File: src/hw/rtl/qsl_pkg.sv
// qsl_pkg: constants, types and step functions for the quaternion slerp pipeline.
// Used by qsl_sin and quaternion_slerp. No dependencies.
package qsl_pkg;

  localparam int THR_W = 15;
  localparam logic [THR_W-1:0] THR_RESET = 15'd29491;   // 0.9 in Q0.15

  localparam logic [15:0] ONE_Q15 = 16'd32768;

  // acos polynomial coefficients, Q.15
  localparam logic [9:0]  ACOS_C3 = 10'd614;
  localparam logic [11:0] ACOS_C2 = 12'd2433;
  localparam logic [12:0] ACOS_C1 = 13'd6951;
  localparam logic [15:0] ACOS_C0 = 16'd51470;

  // sine series divisors and their scaled reciprocals (2^24 / d)
  localparam logic [5:0]  SIN_D3 = 6'd42;
  localparam logic [5:0]  SIN_D2 = 6'd20;
  localparam logic [5:0]  SIN_D1 = 6'd6;
  localparam logic [21:0] RECIP_D3 = 22'((32'd1 << 24) / 42);
  localparam logic [21:0] RECIP_D2 = 22'((32'd1 << 24) / 20);
  localparam logic [21:0] RECIP_D1 = 22'((32'd1 << 24) / 6);

  typedef struct packed {
    logic [30:0] v;
    logic [31:0] r;
  } isq_t;

  typedef struct packed {
    logic [15:0] rem;
    logic [14:0] q;
  } div_st_t;

  // one digit of the bitwise integer square root
  function automatic isq_t isq_step(isq_t s, logic [31:0] bitv);
    isq_t        o;
    logic [32:0] trial;
    logic [32:0] vx;
    trial = {1'b0, s.r} + {1'b0, bitv};
    vx    = {2'b00, s.v};
    if (vx >= trial) begin
      o.v = 31'(vx - trial);
      o.r = (s.r >> 1) + bitv;
    end else begin
      o.v = s.v;
      o.r = s.r >> 1;
    end
    return o;
  endfunction

  // one bit of restoring division, remainder kept below den
  function automatic div_st_t div_step(div_st_t s, logic [15:0] den);
    div_st_t     o;
    logic [16:0] rem2;
    rem2 = {s.rem, 1'b0};
    if (rem2 >= {1'b0, den}) begin
      o.rem = 16'(rem2 - {1'b0, den});
      o.q   = {s.q[13:0], 1'b1};
    end else begin
      o.rem = rem2[15:0];
      o.q   = {s.q[13:0], 1'b0};
    end
    return o;
  endfunction

  // floor(x / dv) for x below 2^18: reciprocal multiply, then one correction
  function automatic logic [17:0] div_const(logic [17:0] x, logic [21:0] recip,
                                            logic [5:0] dv);
    logic [39:0] prod;
    logic [17:0] q;
    logic [23:0] qd;
    logic [17:0] r;
    prod = {22'b0, x} * {18'b0, recip};
    q    = {2'b00, prod[39:24]};
    qd   = {6'b0, q} * {18'b0, dv};
    r    = x - qd[17:0];
    if (r >= {12'b0, dv}) q = q + 18'd1;
    return q;
  endfunction

endpackage

File: src/hw/rtl/qsl_sin.sv
// qsl_sin: seven-stage fixed-point sine (odd series in nested form), Q.15 angle in.
// Depends on qsl_pkg. Stage enables come from the parent's stall chain.
module qsl_sin (
  input  logic        clk,
  input  logic [6:0]  en,
  input  logic [15:0] ang,
  output logic [15:0] sin_val
);
  import qsl_pkg::*;

  logic [15:0] a0_r, a1_r, a2_r, a3_r, a4_r, a5_r;
  logic [16:0] sq0_r, sq1_r, sq2_r, sq3_r;
  logic [15:0] k3_r, k2_r, k1_r;
  logic [16:0] m2_r, m4_r;
  logic [15:0] s6_r;

  logic [31:0] sq_nxt;
  logic [32:0] m2_nxt, m4_nxt;
  logic [17:0] q1, q3, q5;
  logic [31:0] s_prod;
  logic [16:0] s_raw;

  always_comb begin
    sq_nxt = {16'b0, ang} * {16'b0, ang};
    q1     = div_const({1'b0, sq0_r}, RECIP_D3, SIN_D3);
    m2_nxt = {16'b0, sq1_r} * {17'b0, k3_r};
    q3     = div_const({1'b0, m2_r}, RECIP_D2, SIN_D2);
    m4_nxt = {16'b0, sq3_r} * {17'b0, k2_r};
    q5     = div_const({1'b0, m4_r}, RECIP_D1, SIN_D1);
    s_prod = {16'b0, a5_r} * {16'b0, k1_r};
    s_raw  = s_prod[31:15];
  end

  always_ff @(posedge clk) begin
    if (en[0]) begin
      a0_r  <= ang;
      sq0_r <= sq_nxt[31:15];
    end
    if (en[1]) begin
      a1_r  <= a0_r;
      sq1_r <= sq0_r;
      k3_r  <= ONE_Q15 - q1[15:0];
    end
    if (en[2]) begin
      a2_r  <= a1_r;
      sq2_r <= sq1_r;
      m2_r  <= m2_nxt[31:15];
    end
    if (en[3]) begin
      a3_r  <= a2_r;
      sq3_r <= sq2_r;
      k2_r  <= ONE_Q15 - q3[15:0];
    end
    if (en[4]) begin
      a4_r <= a3_r;
      m4_r <= m4_nxt[31:15];
    end
    if (en[5]) begin
      a5_r <= a4_r;
      k1_r <= ONE_Q15 - q5[15:0];
    end
    if (en[6]) begin
      s6_r <= (s_raw > {1'b0, ONE_Q15}) ? ONE_Q15 : s_raw[15:0];
    end
  end

  assign sin_val = s6_r;

endmodule

File: config.mk
export PLATFORM = sky130hd
export DESIGN_NAME = qsl_sin
export DESIGN_NICKNAME = d
export VERILOG_FILES = /design/src/hw/rtl/qsl_pkg.sv /design/src/hw/rtl/qsl_sin.sv
export SDC_FILE = /design/constraint.sdc
export NUM_CORES = 2
export LEC_CHECK = 0
export ABC_AREA = 1
export BUFFER_PORTS_ARGS = -buffer_cell sky130_fd_sc_hd__clkbuf_2
export CORE_ASPECT_RATIO = 0.9
export CORE_MARGIN = 4
export CORE_UTILIZATION = 68
export CTS_CLUSTER_SIZE = 20
export DETAILED_ROUTE_END_ITERATION = 16
export PLACE_DENSITY = 0.85
export SYNTH_ARGS = -nofsm -noshare
export SYNTH_HDL_FRONTEND = slang
export SYNTH_SLANG_ARGS = --single-unit
export TNS_END_PERCENT = 10
File: constraint.sdc
create_clock -name clk -period 21.5 [get_ports clk]
set_input_delay 2.15 -clock clk [delete_from_list [all_inputs] [get_ports clk]]
set_output_delay 2.15 -clock clk [all_outputs]
set_load 0.05 [all_outputs]
==> impl_metrics.yaml <==
outcome:
  status: "complete, no violations"
sta:
  rsz0062_at_grt: "no"
  period_share_pct: 55.2
  slew_viol_final: 0
  hold_violations: 0
  max_slew_margin_pct: 22.1
  fmax_mhz: 84.3
  tightestPinTransition_ns: 1.17
  final-setup-viol-count: 0
  finalSetupTns_ns: 0
  fin_crit_ns: 11.87
  skew_ns: 0.0252
global_routing:
  grt.busiest_layer: "met2"
  grt_overflow_total: 0
  use_met1_pct: 41.4
  grt_max_degree: 51
  gr-usage-met3_pct: 4.80
  track_usage_pct: 31.7
  grt_util_met2_pct: 54.4
  grt_pass1_wl_um: 240000
  grt_pass1_vias: 49200
  grt_antenna_before_repair: 1
cts:
  cts_setup_buffers: 0
  htree_levels: 1
  clkSinkCount: 262
  clkTransAtPathRegs_ns: 0.06
  clock_path_buffers: 3
  cts_root_buffer: "clkbuf_16"
  postCtsHoldBufs: 0
  cts_tree: "done"
  clk_latency_ns: 0.60
  cts_buffers: 30
  cts_resized: 0
placed_design:
  gp_congestion: 0.959
  numPlacedInstances: 8156
  place_area_um2: 60900
  io_buffers: 39
  dp_hpwl_um: 114000
floorplanning:
  core_um2: 87600
  dieHeight_um: 290
  die-area_um2: 93000
  fp.dieW_um: 321
  pin_count: 40
  num_rows: 103
  start_util_pct: 68.5
critical_path:
  cp-end-kind: "register"
  cp_slowest_stage_delay_ns: 0.55
  cp_max_fo: 15
  crit_type: "reg2reg"
  cp.required_ns: 21.84
  cp_slowest_cell: "edfxtp_1"
  cp_common_cell: "nand2_1"
  start_kind: "register"
  critical_path_arrival_ns: 12.21
drt:
  dr.pass1.iters: 8
  drt-wirelength-per-cell_um: 17.4
  route.detailed.drc: 0
  wl_um: 143000
  viasPerCell: 5.64
  final_antenna_net_count: 0
  vias: 46300
  drtIter0Drc: 3540
yosys:
  synthTopCellsByArea: "fa_1 (32%), ha_1 (18%), edfxtp_1 (13%), inv_1 (12%), nand2_1 (9.8%)"
  synthCells: 7164
  ys.flop_type: "edfxtp_1"
  yosysSeqAreaShare_pct: 13.1
  synth-seq-cells: 262
  synth_nets: 8995
  mappedNetlistArea_um2: 60000
  synth_top_area_share_pct: 32.2
  synthMostInstantiatedCell: "inv_1"
  postSynthAreaPerCell_um2: 8.37
  synthTopCellsByCount: "inv_1 (1919), nand2_1 (1572), fa_1 (964)"
  ys_warn_count: 0
  yosys.cell_types.count: 65
  synthArstFlopShare_pct: 0
  synth_edf_count: 262
  yosysTopAreaCell: "fa_1"
cells_and_area:
  areaGrowthSynthToFinish_pct: 3.25
  final_cells: 8212
  multi_input_area_um2: 44000
  finalInstanceArea_um2: 61900
  n_fill_cell: 6386
  regArea_um2: 7870
  drive_gt1_share_pct: 3.10
  nNetsFinal: 8864
job:
  cap_violations: 0
min_path:
  hold_class: "reg2reg"
-- final timing paths --
path | startpoint | end | slack [ns] | cells past startpoint
max | sq0_r[15] | k3_r[12] | 9.63 | 56
min | a1_r[11] | a2_r[11] | 0.42 | 0
max reg2reg | sq0_r[15] | k3_r[12] | 9.63 | 56
min reg2reg | a1_r[11] | a2_r[11] | 0.42 | 0
-- area by class of cell --
| cell class | instances | share of cell area [%] |
|---|---|---|
| inverter | 1934 | 11.7 |
| antenna | 1 | 0.00404 |
| sequential | 262 | 12.7 |
| clock inverter | 21 | 0.370 |
| multi-input combinational | 4748 | 71.1 |
| timing repair buffer | 57 | 0.533 |
| tap | 1155 | 2.33 |
| clock buffer | 34 | 1.27 |
-- layout by cell type, fill, tap and decap left out, types with 8 or more instances in the layout --
master / count
xnor2_1: 82
o21a_1: 21
nor2_2: 18
edfxtp_1: 262
inv_1: 1919
o21ai_0: 102
clkbuf_16: 31
fa_1: 964
nor2_1: 243
nand4_1: 71
nor3_1: 40
o21ai_1: 13
inv_2: 13
xor2_1: 140
clkbuf_2: 39
o221ai_1: 8
a21o_1: 27
nand3b_1: 13
a21oi_1: 261
a31oi_1: 9
ha_1: 843
nand2_1: 1572
o21bai_1: 18
o31ai_1: 8
o211ai_1: 13
nand3_1: 156
buf_4: 18
nand2_2: 26
-- kinds of logic after synthesis --
group / after synthesis / share of synthesized area, %
simple gates: 2190 / 15.2
buf+inv: 2154 / 13.5
fa+ha+maj: 1807 / 49.7
compound gates: 523 / 5.06
flops: 262 / 13.1
xor+xnor: 228 / 3.40
-- flip-flops by register name, indices dropped and copies added, names as in the netlist, 17 cells and up --
name / cells
m4_r: 17
sq1_r: 17
sq0_r: 17
sq2_r: 17
sq3_r: 17
m2_r: 17
-- worst max-delay path: cells and delay by family, from the launching register on --
family                   cells  cell delay (ns)
AO/OA/AOI/OAI                9             1.32
XOR/XNOR                     4             1.19
adder cells (fa/ha/maj)     13             4.95
buffers and inverters        6             0.38
flip-flops                   1             0.55
AND/OR/NAND/NOR             24             3.18
-- per-layer routing --
| metal | vias up | part of all wire (%) |
|---|---|---|
| li1 | 21300 | - |
| met1 | 22300 | 39 |
| met2 | 2195 | 48 |
| met3 | 486 | 8.6 |
| met4 | 0 | 4.0 |
| met5 | - | 0 |
-- through the flow --
| step | utilization (%) | worst slack [ns] | hold slack [ns] |
|---|---|---|---|
| finish | 70.7 | 9.63 | 0.415 |
| global route | 70.7 | 8.79 | 0.417 |
| CTS | 70.7 | 9.79 | 0.413 |
| detailed placement | 69.5 | 9.89 | 0.405 |
| global placement | 69.5 | 10.05 | 0.400 |
| floorplan | - | 11.43 | 0.400 |
Power is not shown: default switching activity piles up to over one toggle a cycle in this logic, so the estimate is an artifact.
